<file path="src/ipav_pkg.sv">
// Shared types, character codes and helper functions for the IP address text validator.
package ipav_pkg;

	typedef enum logic [1:0] {
		KIND_NONE = 2'd0,
		KIND_V4   = 2'd1,
		KIND_V6   = 2'd2
	} kind_t;

	localparam logic [7:0] CH_DOT    = 8'h2E;
	localparam logic [7:0] CH_COLON  = 8'h3A;
	localparam logic [7:0] CH_ZERO   = 8'h30;
	localparam logic [7:0] CH_NINE   = 8'h39;
	localparam logic [7:0] CH_UPPER_A = 8'h41;
	localparam logic [7:0] CH_UPPER_F = 8'h46;
	localparam logic [7:0] CASE_MASK = 8'hDF;

	localparam logic [11:0] OCTET_MAX    = 12'd255;
	localparam logic [1:0]  OCTET_DIGITS = 2'd3;
	localparam logic [1:0]  DOTS_NEEDED  = 2'd3;
	localparam logic [2:0]  GROUP_DIGITS = 3'd4;
	localparam logic [3:0]  COLONS_FULL  = 4'd7;
	localparam logic [3:0]  COLONS_MIN   = 4'd2;
	localparam logic [3:0]  COLONS_SAT   = 4'd8;

	function automatic logic [3:0] add_colons(input logic [3:0] cnt, input logic [1:0] n);
		logic [4:0] sum;
		sum = {1'b0, cnt} + {3'b000, n};
		return (sum > {1'b0, COLONS_SAT}) ? COLONS_SAT : sum[3:0];
	endfunction

	function automatic logic is_digit(input logic [7:0] c);
		return (c >= CH_ZERO) && (c <= CH_NINE);
	endfunction

	function automatic logic is_hex(input logic [7:0] c);
		logic [7:0] u;
		u = c & CASE_MASK;
		return is_digit(c) || ((u >= CH_UPPER_A) && (u <= CH_UPPER_F));
	endfunction

endpackage

</file>
<file path="src/ipav_if.sv">
// Valid/ready channel interfaces for the character stream and the verdict stream.
interface ipav_text_if;
	logic       valid;
	logic       ready;
	logic [7:0] ch;
	logic       last;

	modport source (output valid, output ch, output last, input ready);
	modport sink   (input valid, input ch, input last, output ready);
endinterface

interface ipav_verdict_if;
	logic       valid;
	logic       ready;
	logic [1:0] kind;

	modport source (output valid, output kind, input ready);
	modport sink   (input valid, input kind, output ready);
endinterface

</file>
<file path="src/ip_address_text_validator_core.sv">
// Streaming IPv4 / IPv6 address text validator: one character per request, verdict on last.
//
// Characters of one address string arrive one per request, the final one flagged by last.
// An IPv4 dotted-quad checker and an IPv6 checker run side by side; on the last character
// one verdict goes out: 0 not an address, 1 IPv4, 2 IPv6. The block takes one character
// every cycle unless stalled; a verdict passes the input register and the combinational
// checker update, which feeds the verdict register.
// Input stalls only while a verdict is waiting and the next last character needs the slot.
module ip_address_text_validator_core
	import ipav_pkg::*;
(
	input  logic                  clk,
	input  logic                  arst_n,
	ipav_text_if.sink             text,
	ipav_verdict_if.source        verdict
);

	logic        valid_s1;
	logic [7:0]  ch_s1;
	logic        last_s1;
	logic        adv_s1;

	logic        v4_fail_q;
	logic [1:0]  v4_dots_q;
	logic [7:0]  v4_val_q;
	logic [1:0]  v4_digits_q;
	logic        v4_lz_q;
	logic        v6_fail_q;
	logic [3:0]  v6_colons_q;
	logic [2:0]  v6_group_q;
	logic        v6_double_q;
	logic        v6_pend_q;

	logic        v4_fail_d;
	logic [1:0]  v4_dots_d;
	logic [7:0]  v4_val_d;
	logic [1:0]  v4_digits_d;
	logic        v4_lz_d;
	logic        v6_fail_d;
	logic [3:0]  v6_colons_d;
	logic [2:0]  v6_group_d;
	logic        v6_double_d;
	logic        v6_pend_d;

	logic        out_valid_q;
	kind_t       kind_q;
	kind_t       kind_d;

	logic [11:0] nv;
	logic [3:0]  dval;
	logic        v4_ok;
	logic        v6_ok;
	logic        v6_done;

	assign adv_s1      = valid_s1 && (!last_s1 || !out_valid_q || verdict.ready);
	assign text.ready  = !valid_s1 || adv_s1;
	assign verdict.valid = out_valid_q;
	assign verdict.kind  = kind_q;

	always_ff @(posedge clk or negedge arst_n) begin
		if (!arst_n) begin
			valid_s1 <= 1'b0;
		end else if (text.ready) begin
			valid_s1 <= text.valid;
		end
	end

	always_ff @(posedge clk) begin
		if (text.ready && text.valid) begin
			ch_s1   <= text.ch;
			last_s1 <= text.last;
		end
	end

	// IPv4 checker update
	always_comb begin
		dval        = ch_s1[3:0] - CH_ZERO[3:0];
		nv          = ({4'd0, v4_val_q} << 3) + ({4'd0, v4_val_q} << 1) + {8'd0, dval};
		v4_fail_d   = v4_fail_q;
		v4_dots_d   = v4_dots_q;
		v4_val_d    = v4_val_q;
		v4_digits_d = v4_digits_q;
		v4_lz_d     = v4_lz_q;
		if (!v4_fail_q) begin
			if (ch_s1 == CH_DOT) begin
				if (v4_digits_q == 2'd0 || (v4_lz_q && v4_digits_q > 2'd1) ||
						v4_dots_q == DOTS_NEEDED) begin
					v4_fail_d = 1'b1;
				end else begin
					v4_dots_d   = v4_dots_q + 2'd1;
					v4_val_d    = 8'd0;
					v4_digits_d = 2'd0;
					v4_lz_d     = 1'b0;
				end
			end else if (is_digit(ch_s1)) begin
				if (v4_digits_q == OCTET_DIGITS || nv > OCTET_MAX) begin
					v4_fail_d = 1'b1;
				end else begin
					if (v4_digits_q == 2'd0) begin
						v4_lz_d = (dval == 4'd0);
					end
					v4_digits_d = v4_digits_q + 2'd1;
					v4_val_d    = nv[7:0];
				end
			end else begin
				v4_fail_d = 1'b1;
			end
		end
	end

	// IPv6 checker update; a single colon waits one character
	always_comb begin
		v6_fail_d   = v6_fail_q;
		v6_colons_d = v6_colons_q;
		v6_group_d  = v6_group_q;
		v6_double_d = v6_double_q;
		v6_pend_d   = v6_pend_q;
		v6_done     = 1'b0;
		if (!v6_fail_q) begin
			if (v6_pend_q) begin
				v6_pend_d = 1'b0;
				if (ch_s1 == CH_COLON) begin
					v6_done = 1'b1;
					if (v6_double_q) begin
						v6_fail_d = 1'b1;
					end else begin
						v6_double_d = 1'b1;
						v6_colons_d = add_colons(v6_colons_q, 2'd2);
						v6_group_d  = 3'd0;
					end
				end else begin
					v6_colons_d = add_colons(v6_colons_q, 2'd1);
					v6_group_d  = 3'd0;
				end
			end
			if (!v6_done) begin
				if (ch_s1 == CH_COLON) begin
					if (last_s1) begin
						if (!v6_double_d) begin
							v6_fail_d = 1'b1;
						end else begin
							v6_colons_d = add_colons(v6_colons_d, 2'd1);
							v6_group_d  = 3'd0;
						end
					end else begin
						v6_pend_d = 1'b1;
					end
				end else if (!is_hex(ch_s1) || v6_group_d >= GROUP_DIGITS) begin
					v6_fail_d = 1'b1;
				end else begin
					v6_group_d = v6_group_d + 3'd1;
				end
			end
		end
	end

	always_comb begin
		v4_ok = !v4_fail_d && v4_dots_d == DOTS_NEEDED && v4_digits_d != 2'd0 &&
			!(v4_lz_d && v4_digits_d > 2'd1);
		v6_ok = !v6_fail_d && !v6_pend_d && v6_colons_d >= COLONS_MIN &&
			(v6_double_d ? (v6_colons_d <= COLONS_FULL) : (v6_colons_d == COLONS_FULL));
		kind_d = v4_ok ? KIND_V4 : (v6_ok ? KIND_V6 : KIND_NONE);
	end

	always_ff @(posedge clk or negedge arst_n) begin
		if (!arst_n) begin
			v4_fail_q   <= 1'b0;
			v4_dots_q   <= 2'd0;
			v4_val_q    <= 8'd0;
			v4_digits_q <= 2'd0;
			v4_lz_q     <= 1'b0;
			v6_fail_q   <= 1'b0;
			v6_colons_q <= 4'd0;
			v6_group_q  <= 3'd0;
			v6_double_q <= 1'b0;
			v6_pend_q   <= 1'b0;
		end else if (adv_s1) begin
			if (last_s1) begin
				v4_fail_q   <= 1'b0;
				v4_dots_q   <= 2'd0;
				v4_val_q    <= 8'd0;
				v4_digits_q <= 2'd0;
				v4_lz_q     <= 1'b0;
				v6_fail_q   <= 1'b0;
				v6_colons_q <= 4'd0;
				v6_group_q  <= 3'd0;
				v6_double_q <= 1'b0;
				v6_pend_q   <= 1'b0;
			end else begin
				v4_fail_q   <= v4_fail_d;
				v4_dots_q   <= v4_dots_d;
				v4_val_q    <= v4_val_d;
				v4_digits_q <= v4_digits_d;
				v4_lz_q     <= v4_lz_d;
				v6_fail_q   <= v6_fail_d;
				v6_colons_q <= v6_colons_d;
				v6_group_q  <= v6_group_d;
				v6_double_q <= v6_double_d;
				v6_pend_q   <= v6_pend_d;
			end
		end
	end

	always_ff @(posedge clk or negedge arst_n) begin
		if (!arst_n) begin
			out_valid_q <= 1'b0;
		end else if (adv_s1 && last_s1) begin
			out_valid_q <= 1'b1;
		end else if (verdict.ready) begin
			out_valid_q <= 1'b0;
		end
	end

	always_ff @(posedge clk) begin
		if (adv_s1 && last_s1) begin
			kind_q <= kind_d;
		end
	end

	a_clear_after_last: assert property (@(posedge clk) disable iff (!arst_n)
		adv_s1 && last_s1 |=> !v4_fail_q && v4_dots_q == 2'd0 && v6_colons_q == 4'd0 &&
			!v6_pend_q && !v6_double_q)
		else $error("checker state not cleared after last character");

	a_verdict_source: assert property (@(posedge clk) disable iff (!arst_n)
		$rose(out_valid_q) |-> $past(adv_s1 && last_s1))
		else $error("verdict raised without a last character");

	a_no_overwrite: assert property (@(posedge clk) disable iff (!arst_n)
		adv_s1 && last_s1 |-> !out_valid_q || verdict.ready)
		else $error("pending verdict overwritten");

	a_counter_limits: assert property (@(posedge clk) disable iff (!arst_n)
		v6_colons_q <= COLONS_SAT && v6_group_q <= GROUP_DIGITS)
		else $error("IPv6 counters out of range");

endmodule

</file>
<file path="src/flat_wrapper.sv">
// flat-port wrapper written by rule: the top's interface ports become plain ports
module ip_address_text_validator_core_flat import ipav_pkg::*;
  (clk, arst_n, text_valid, text_ch, text_last, text_ready, verdict_valid, verdict_kind, verdict_ready);
  ipav_text_if text_i ();
  ipav_verdict_if verdict_i ();
  input  logic clk;
  input  logic arst_n;
  input wire logic [$bits(text_i.valid)-1:0] text_valid;
  input wire logic [$bits(text_i.ch)-1:0] text_ch;
  input wire logic [$bits(text_i.last)-1:0] text_last;
  output wire logic [$bits(text_i.ready)-1:0] text_ready;
  output wire logic [$bits(verdict_i.valid)-1:0] verdict_valid;
  output wire logic [$bits(verdict_i.kind)-1:0] verdict_kind;
  input wire logic [$bits(verdict_i.ready)-1:0] verdict_ready;
  assign text_i.valid = text_valid;
  assign text_i.ch = text_ch;
  assign text_i.last = text_last;
  assign text_ready = text_i.ready;
  assign verdict_valid = verdict_i.valid;
  assign verdict_kind = verdict_i.kind;
  assign verdict_i.ready = verdict_ready;
  ip_address_text_validator_core u_core (.clk(clk), .arst_n(arst_n), .text(text_i), .verdict(verdict_i));
endmodule
</file>
<file path="config.mk">
export PLATFORM = sky130hd
export DESIGN_NAME = ip_address_text_validator_core_flat
export DESIGN_NICKNAME = d
export VERILOG_FILES = /design/src/ipav_pkg.sv /design/src/ipav_if.sv /design/src/ip_address_text_validator_core.sv /design/src/flat_wrapper.sv
export SDC_FILE = /design/constraint.sdc
export NUM_CORES = 1
export LEC_CHECK = 0
export BUFFER_PORTS_ARGS = -buffer_cell sky130_fd_sc_hd__buf_2
export CORE_MARGIN = 3
export CORE_UTILIZATION = 39
export DETAILED_ROUTE_END_ITERATION = 16
export GPL_ROUTABILITY_DRIVEN = 0
export GPL_TIMING_DRIVEN = 0
export HOLD_SLACK_MARGIN = 0.15
export PLACE_DENSITY = 0.57
export SLEW_MARGIN = 20
export SYNTH_ARGS = -nofsm -noshare
export SYNTH_HDL_FRONTEND = slang
export SYNTH_SLANG_ARGS = --single-unit
</file>
<file path="constraint.sdc">
create_clock -name clk -period 9.55 [get_ports clk]
set_input_delay 0.955 -clock clk [delete_from_list [all_inputs] [get_ports clk]]
set_output_delay 0.955 -clock clk [all_outputs]
set_load 0.01 [all_outputs]
</file>
Yosys cells after proc, flatten, opt, wreduce, memory -nomap -nowiden
Index checks and enable logic that the tools add are counted.
Widths: inputs -> output; s select.
{ "totals": {"reg_bits": 37, "output_inout_bits": 4} }
{ "classes": {"add_sub_neg": 8, "reduce_logical": 36, "n_eq_ne": 10, "muxes": 78, "order_cmp": 13} }
{ "op_table": {"columns": ["operator", "count"], "rows": [
  ["$mux 4", 13],
  ["$mux 8", 6],
  ["$mux 1", 39],
  ["$mux 3", 9],
  ["$mux 2", 11],
  ["$eq 8x6->1 const B", 2],
  ["$gt 5x4->1 const B", 3],
  ["$logic_and 1x1->1", 13],
  ["$add 11x9->12", 1],
  ["$add 12x4->12", 1],
  ["$gt 12x8->1 const B", 1],
  ["$add 4x1->5 const B", 2],
  ["$ge 8x6->1 const B", 1],
  ["$ge 8x7->1 const B", 1],
  ["$le 8x6->1 const B", 1],
  ["$le 8x7->1 const B", 1],
  ["$logic_not 1->1", 8],
  ["$logic_or 1x1->1", 8],
  ["$eq 2x2->1 const B", 3],
  ["$add 4x2->5 const B", 1],
  ["$reduce_and 5->1", 1],
  ["$add 2x1->2 const B", 2],
  ["$eq 4x3->1 const B", 1],
  ["$ge 4x2->1 const B", 1],
  ["other kinds (12)", 15]
]} }

Logic depth before layout (Yosys ltp)
Gate-level depths: netlist (run 1).
{ "depth": {"word_depth": 19, "mapped_depth": 13, "depth_no_buf": 12} }

Worst setup path after synthesis (run 1)
OpenSTA, ideal clock, no wires.
{ "synth_timing": {"path_type": "register -> register", "from": "register u_core.ch_s1[3]", "to": "register u_core.v4_val_q[6]", "period_less_slack_ns": 3.206, "required_ns": 9.440, "setup_ns": 0.110, "slack_ns": 6.344, "path_stages_with_launch": 14, "t_arrival_ns": 3.095, "path_cell_list": "edfxtp_1 inv_1 fa_1 inv_1 fa_1 a211oi_1 nor2_1 and4b_1 a211oi_1 nor4b_2 o31ai_2 buf_2 nand2_1 o41ai_1"} }
{ "synth_via": {"elab_chain_cells": 6, "word_cells_on_any_way": 16} }
{ "synth_lines": {"columns": ["element", "line", "source"], "rows": [
  ["start, declared", "ip_address_text_validator_core.sv:19", "logic [7:0] ch_s1;"],
  ["start signal, assigned", "ip_address_text_validator_core.sv:70", "ch_s1 <= text.ch;"],
  ["branches (longest 6 deep; another with $add 12x4->12)", null, null],
  ["end signal, assigned", "ip_address_text_validator_core.sv:192", "v4_val_q <= v4_val_d;"],
  ["end, declared", "ip_address_text_validator_core.sv:25", "logic [7:0] v4_val_q;"]
]} }
Several ways; the timed one is not identified. The select of a mux whose other input is x is not followed.
A chain may end at the register's enable or synchronous reset.

Worst setup path in the final report (run 1)
{ "layout_timing": {"from": "register u_core.ch_s1[3]", "to": "register u_core.v4_val_q[2]"} }
{ "layout_via": {"elab_chain_cells": 5, "word_cells_on_any_way": 14} }
{ "layout_lines": {"columns": ["element", "line", "source"], "rows": [
  ["$add 12x4->12", "ip_address_text_validator_core.sv:78", "nv = ({4'd0, v4_val_q} << 3) + ({4'd0, v4_val_q} << 1) + {8'd0, dval};"],
  ["$gt 12x8->1", "ip_address_text_validator_core.sv:96", "if (v4_digits_q == OCTET_DIGITS || nv > OCTET_MAX) begin"],
  ["$logic_or 1x1->1", "ip_address_text_validator_core.sv:96", null],
  ["$ne 3x1->1 (no line)", null, null],
  ["$reduce_and 5->1 (no line)", null, null]
]} }
Parallel ways exist; a longest one is shown, timed or not. The select of a mux whose other input is x is not followed.

==> out/results.txt, run 1 <==
The first global-routing pass estimated 11100 um of wire. The flow ran to the end, and the final reports show no timing, DRC or antenna violations. Yosys mapped a number of flops with a built-in enable equal to 11. CTS saw 37 sinks.

The final HPWL from detailed placement is 4930 um, and the maximum buffer depth of the clock tree is 2. The synthesized netlist occupies a cell area of 0.00278 mm^2. The floorplan step defined a die boundary enclosing 0.00816 mm^2. Across the routed clock network, the largest skew measured is 0.00597 ns. The arrival time of the worst setup path is 4.00 ns, and the final critical path time including I/O delays and setup is 3.83 ns. Of all nets on the critical path, the largest fanout is 10.

The logs give 0 for the final count of hold timing violations and 0 for the number of DRC violations after detailed routing. Fill cells in the final layout number 696. For the starting density of the core, the log shows 0.406. Entering global routing, the biggest net connects 27 pins. The type of the tightest min-delay check is reg -> reg. The total of endpoints with negative setup slack in the final report is 0, and the static leakage is 0.00131 uW.

The number of iterations in the first detailed-routing pass is 4. CTS built an H-tree with a depth of 2. The critical path contains buffers and inverters numbering 3 combined. Share of the cycle needed by the critical path after routing: 0.401.

The total CTS buffers was 5; the top achievable clock speed was 261 MHz. The number of nets in the synthesized netlist is 341. Each instance of the synthesized netlist takes up on average 9.16 um^2.

Summed over all layers, the global routing overflow is 0. The count of synthesis-stage warnings from yosys is 0, and the register bit total from synthesis is 37. Hold is met by 0.501 ns. STA classifies the critical path endpoint as a flip-flop. The signal on the critical path passes through inv_1, fa_1, inv_1, fa_1, a211oi_1, nor2_1, and4b_1, a211oi_1, nor4b_2, o31ai_2, buf_2, o21ai_0. Final core area utilization: 0.451. In the final routed layout, each cell accounts on average for 15.6 um.

The slowest stage of the critical path belongs to the cell sky130_fd_sc_hd__edfxtp_1. Sequential area share after synthesis: 0.353. Using the TritonRoute via totals, the vias-per-cell ratio works out to 5.62. Family with the most delay on the worst path: compound AO/OA/AOI/OAI gates. At the worst endpoint, the required time is 9.72 ns. From left edge to right edge, the die measures 90.4 um. At the pin with the least slew margin, the transition time is 0.668 ns. 17 I/O pins were placed. The y dimension of the die is 90.4 um, and the number of diodes is 0.

After detailed routing, the total wire length is 6620 um. The tool flagged a number of max-cap violations equal to 0. The overall routing resource usage came out at 0.168.

For this block, the initial DRC count from the detailed router was 130. Max-slew violation total from the final report: 0. The proportion of synthesized flip-flops having asynchronous set or reset works out to 0.703. The routed layout has 2377 vias. The critical path's largest stage delay works out to 0.53 ns. For this run, the leading register cell type out of synthesis is sky130_fd_sc_hd__dfrtp_1. Setup total negative slack on the finished layout was measured at 0 ns.

The logs give 30 for the number of core rows and 0 for the initial antenna violation count. For the worst-skew pair, the clock arrives at the later sink with an insertion delay of 0.29 ns. The logs give 64 for the post-synthesis cell type count and 423 for the final non-filler cell total. Synthesis produced 303 cells. The share of cells above drive strength 1 works out to 0.119. The layout overhead on the synthesized area works out to 11.0%.

The placeable core area was 0.00683 mm^2; the peak supply drop was 0.102 mV. Setup repair after global routing left no endpoint under its margin. TritonCTS built the clock tree. The max-slew headroom at the worst pin is 0.550. Clock tree synthesis selected as its root buffer the cell sky130_fd_sc_hd__clkbuf_8.

Most common library cell in the layout ignoring fill and taps: sky130_fd_sc_hd__nand2_1. Kind of start point of the critical path: a flip-flop. Power spread over the standard cell area amounts to 175 mW/mm^2.

The kind of critical path was reg -> reg. The run gives 0 as the post-CTS setup buffer count. In this run the tool buffered the top-level ports with 16 buffer cells. The via count of the first global-routing pass is 2311, and the total placed cells including tap cells is 415. The number of gates resized after CTS was 0. After clock tree synthesis, the clock-pin slew on the worst setup and hold paths is 0.07 ns. Buffers inserted to repair hold after CTS numbered 0. In the layout the commonest cells are sky130_fd_sc_hd__nand2_1, sky130_fd_sc_hd__dfrtp_1, sky130_fd_sc_hd__ha_1.

The run gives 0 as the number of routed nets with antenna violations. The design draws 541 uW. The count of nets after finishing is 364.
[area by class of cell]
| cell class | count | area [um^2] | area share |
|---|---|---|---|
| timing repair buffer | 16 | 80.1 | 0.0260 |
| buffer | 15 | 68.8 | 0.0223 |
| sequential | 37 | 981 | 0.318 |
| inverter | 17 | 63.8 | 0.0207 |
| tap | 96 | 120 | 0.0390 |
| clock buffer | 6 | 72.6 | 0.0235 |
| clock inverter | 2 | 33.8 | 0.0110 |
| multi-input combinational | 234 | 1660 | 0.539 |
[worst register-to-register path, stage by stage, from the launching register on]
cell	delay, ns
sky130_fd_sc_hd__edfxtp_1	0.53
sky130_fd_sc_hd__inv_1	0.10
sky130_fd_sc_hd__fa_1	0.48
sky130_fd_sc_hd__inv_1	0.06
sky130_fd_sc_hd__fa_1	0.49
sky130_fd_sc_hd__a211oi_1	0.27
sky130_fd_sc_hd__nor2_1	0.12
sky130_fd_sc_hd__and4b_1	0.22
sky130_fd_sc_hd__a211oi_1	0.33
sky130_fd_sc_hd__nor4b_2	0.16
sky130_fd_sc_hd__o31ai_2	0.51
sky130_fd_sc_hd__buf_2	0.32
sky130_fd_sc_hd__o21ai_0	0.12
[cells by family (layout without fill, tap and decap cells)]
logic type | count (synthesis) | in the layout | synth area share
buffers and inverters | 32 | 56 | 0.0478
xor gates and xnor gates | 5 | 5 | 0.0158
adders and majority gates | 25 | 25 | 0.118
muxes | 4 | 4 | 0.0153
DFF | 37 | 37 | 0.353
and+or+nand+nor | 111 | 111 | 0.220
AOI/OAI and AO/OA | 89 | 89 | 0.229
[synth_stat cells, drive strengths merged, types with 4 or more instances]
cell    count  area share
o31ai       8       0.025
buf         5       0.011
a211oi      5       0.014
inv        17       0.023
nand2      37       0.050
nor2b       4      0.0090
ha         23        0.10
nor2       18       0.024
nor3        8       0.016
a21oi      15       0.027
dfrtp      26        0.23
o22ai       7       0.016
o21ai      17       0.031
clkbuf     10       0.014
nand2b      5       0.011
and2        6       0.014
nand3       6       0.011
a211o       4       0.013
a31oi       5       0.011
edfxtp     11        0.12
a21o        4       0.011
[registers in the layout, indices dropped and copies added (netlist names), 2 cells and up]
| signal | flops |
|---|---|
| u_core.ch_s1 | 8 |
| u_core.v6_colons_q | 4 |
| u_core.verdict.kind | 2 |
| u_core.v4_val_q | 8 |
| u_core.v4_dots_q | 2 |
| u_core.v6_group_q | 3 |
| u_core.v4_digits_q | 2 |
[path summary, 6_finish.rpt]
check | from | end | slack [ns] | cells past startpoint
min in group asynchronous | arst_n | u_core.valid_s1 | 0.67 | 1
max in group asynchronous | arst_n | u_core.v4_val_q[0] | 8.46 | 1
worst min-delay path | u_core.v6_group_q[1] | u_core.v6_group_q[1] | 0.50 | 2
worst min register to register | u_core.v6_group_q[1] | u_core.v6_group_q[1] | 0.50 | 2
worst max-delay path | u_core.ch_s1[3] | u_core.v4_val_q[2] | 5.72 | 12
worst max register to register | u_core.ch_s1[3] | u_core.v4_val_q[2] | 5.72 | 12
[report_power, final]
part / total (uW) / switching, uW / internal [uW]
sequential: 212 / 23.6 / 189
clock: 135 / 57.4 / 77.1
combinational: 194 / 109 / 84.6
[stage by stage]
stage	cell area [um^2]	setup WS, ns
2_1_floorplan	2780	6.34
3_3_place_gp	2980	5.75
3_5_place_dp	2980	5.78
4_1_cts	3080	5.73
5_1_grt	3080	5.52
6_report	3080	5.72
[routing by layer]
metal / GRT usage / vias up / share of wire / wire length (um)
met5: 0 / - / 0 / 0
met4: 0.0740 / 0 / 0.027 / 178
met3: 0.0267 / 16 / 0.040 / 267
met2: 0.273 / 56 / 0.46 / 3060
met1: 0.221 / 1126 / 0.47 / 3110
li1: - / 1179 / - / -
Power figures use the tool's default switching activity.
==> run 2: changes to the inputs <==
Settings changed: PLACE_DENSITY 0.57 to 0.59.
Clock period 9.55 ns to 3.3 ns, I/O delays scaled along.
==> out/results.txt, run 2 (same netlist as run 1, synthesis figures left out) <==
The first global-routing pass estimated 11300 um of wire. Critical path's slowest cell: sky130_fd_sc_hd__fa_1. Timing would allow up to 314 MHz.

Leaving out fill and tap cells, the most frequent cells in the layout are sky130_fd_sc_hd__nand2_1, sky130_fd_sc_hd__dfrtp_1, sky130_fd_sc_hd__ha_1. Detailed routing inserted a total of 2445 vias. TritonCTS built the clock tree.

The run finished with clean final reports. The uppermost metal layer occupied by signal nets is met4. The tools report the number of clock sinks as 37. The die covers 0.00816 mm^2. The max-slew headroom at the worst pin is 0.582.

The port buffer count works out to 16. Using the TritonRoute via totals, the vias-per-cell ratio works out to 5.65. The total power per unit cell area came out at 499 mW/mm^2. After detailed routing, the met3 layer carries 231 um of wire.

Counting the buffers created by CTS gives 5. For this run, design rule violations remaining after detail routing come to 0. Summed over all nets, wire length on met2 after detailed routing comes to 3160 um.

The family with the most delay on the worst path is compound AO/OA/AOI/OAI gates. The final count of hold timing violations was 0; the total of fill cells in the finished design was 689. In this run the standard cell core region covers 0.00683 mm^2.

The run gives 0.00138 uW as the static leakage. The worst setup slack after placement was -0.506 ns; the overflow left after global routing was 0. The layout overhead on the synthesized area was 16.4%. No sink is reached through more buffers than the 2 on the longest clock path. The wire length on met1 was 3080 um. In the final layout, the multi-input gates occupy 0.00171 mm^2. The total of endpoints with negative setup slack in the final report was 0; the number of iterations in the first detailed-routing pass was 4. The largest fanout of any net on the critical path is 6, and the worst clock skew is 0.0105 ns.

After the last flow step, the layout net total stands at 374. At the pin with the least slew margin, the transition time is 0.627 ns. The detailed router finished its first iteration with 132 violations. During I/O placement, the number of pins put on the boundary was 17. For the total chip power, the log shows 1610 uW. The share of cells above drive strength 1 was 0.169.

The overall routing resource usage was 0.167. Entering global routing, the biggest net connects 27 pins. The library cell used most frequently in the layout, excluding fill and tap cells, is sky130_fd_sc_hd__nand2_1.

For this block, the routed nets add up to 6570 um of wire. The starting density of the core was 0.406. Registers take 981 um^2. Counting both buffers and inverters, the worst setup path holds a total of 5. The run gives 0 as the max-slew violation total from the final report. Traced cell by cell, the critical path runs through inv_1, fa_1, inv_2, fa_2, a211oi_2, nor2_2, and4b_1, a211oi_2, nor4b_4, buf_6, o31ai_4, buf_12, buf_4, o31ai_1.

The run gives 2 as the deepest level of the CTS H-tree. The run gives 0.29 ns as the clock latency reported for the late side of the worst-skew pair. The least setup slack across all paths after layout is 0.120 ns, and the via count of the first global-routing pass is 2359.

Across the VDD grid, the largest voltage drop is 0.314 mV. Share of the cycle needed by the critical path after routing: 0.964. Setup repair after global routing could not meet its margin everywhere. Kind of critical path: reg -> reg. The final HPWL from detailed placement was 4890 um; the final critical path time including I/O delays and setup was 3.18 ns. In this run the horizontal extent of the chip is 90.4 um.

The number of diodes came out at 0. The arrival time of the worst setup path was 3.36 ns. After clock tree synthesis, the clock-pin slew on the worst setup and hold paths is 0.08 ns. The kind of start point of the critical path was a flip-flop.

The initialized floorplan defines 30 standard-cell rows. The library cell appearing most often on the critical path is sky130_fd_sc_hd__a211oi_2. The min-delay analysis places its worst path in the category in -> reg.

In this design, the stage delay of the slowest critical-path cell is 0.51 ns. After detailed routing, the average wire length per cell comes to 15.2 um. STA classifies the critical path endpoint as a flip-flop. The initial antenna violation count was 0. The floorplan step set the die height to 90.4 um. For the worst setup path, the data required time is 3.48 ns. The tool flagged a number of max-cap violations equal to 0.

The root buffer cell chosen for the clock tree is sky130_fd_sc_hd__clkbuf_8. The largest registers in the layout are u_core.ch_s1 (8), u_core.v4_val_q (8), u_core.v6_colons_q (4). In this run the remaining antenna-violating nets after routing total 0.
[run 2: path summary, 6_finish.rpt]
| path | depth (start not counted) | slack (ns) | start | endpoint |
|---|---|---|---|---|
| max | 14 | 0.12 | u_core.v4_val_q[2] | u_core.v4_val_q[4] |
| min reg2reg | 2 | 0.49 | u_core.v6_group_q[1] | u_core.v6_group_q[1] |
| min in group asynchronous | 2 | 0.58 | arst_n | u_core.v4_dots_q[1] |
| max reg2reg | 14 | 0.12 | u_core.v4_val_q[2] | u_core.v4_val_q[4] |
| max in group asynchronous | 2 | 2.29 | arst_n | u_core.v4_val_q[0] |
| min | 1 | 0.21 | text_last | u_core.last_s1 |
[run 2: through the flow]
step	instance area [um^2]	hold WS, ns	instances	util	TNS (ns)
after floorplan	2780	0.0344	303	-	0
after global placement	2980	0.384	415	0.436	-4.48
after detailed placement	2980	0.390	415	0.436	-4.76
after CTS	3170	0.199	429	0.465	0
after global routing	3230	0.205	433	0.473	-0.0369
final	3230	0.210	433	0.473	0
[run 2: metal layers]
metal | track usage | vias up
li1 | - | 1209
met1 | 0.222 | 1180
met2 | 0.279 | 48
met4 | 0.0574 | 0
met3 | 0.0233 | 8
met5 | 0 | -
[run 2: worst reg2reg max path: cells and delay by family (launching register included)]
family / cells / cell delay, ns
AO/OA/AOI/OAI: 4 / 0.91
flip-flops: 1 / 0.39
buffers and inverters: 5 / 0.52
AND/OR/NAND/NOR: 3 / 0.36
adder cells (fa/ha/maj): 2 / 0.90
[run 2: final cells by class]
| type | count | area share |
|---|---|---|
| clock buffers | 6 | 0.0225 |
| plain buffers | 15 | 0.0232 |
| multi-input cells | 234 | 0.528 |
| repair buffers | 26 | 0.0550 |
| flip-flops and latches | 37 | 0.304 |
| inverters | 17 | 0.0198 |
| well taps | 96 | 0.0372 |
| clock inverters | 2 | 0.0105 |
[run 2: repair_timing]
action / CTS / global route
pin swaps: 3 / 8
endpoints found under the setup margin: 14 / 13
hold endpoints to repair: 26 / 0
resized for setup: 6 / 12
hold buffers: 1 / 0
gates cloned: 0 / 1
buffers inserted: 5 / 3
[run 2: report_power, final]
part	switching, uW	internal, uW	leakage (uW)
combinational	342	275	0.000875
clock	159	223	0.0000528
sequential	68.2	546	0.000449
total	569	1040	0.00138
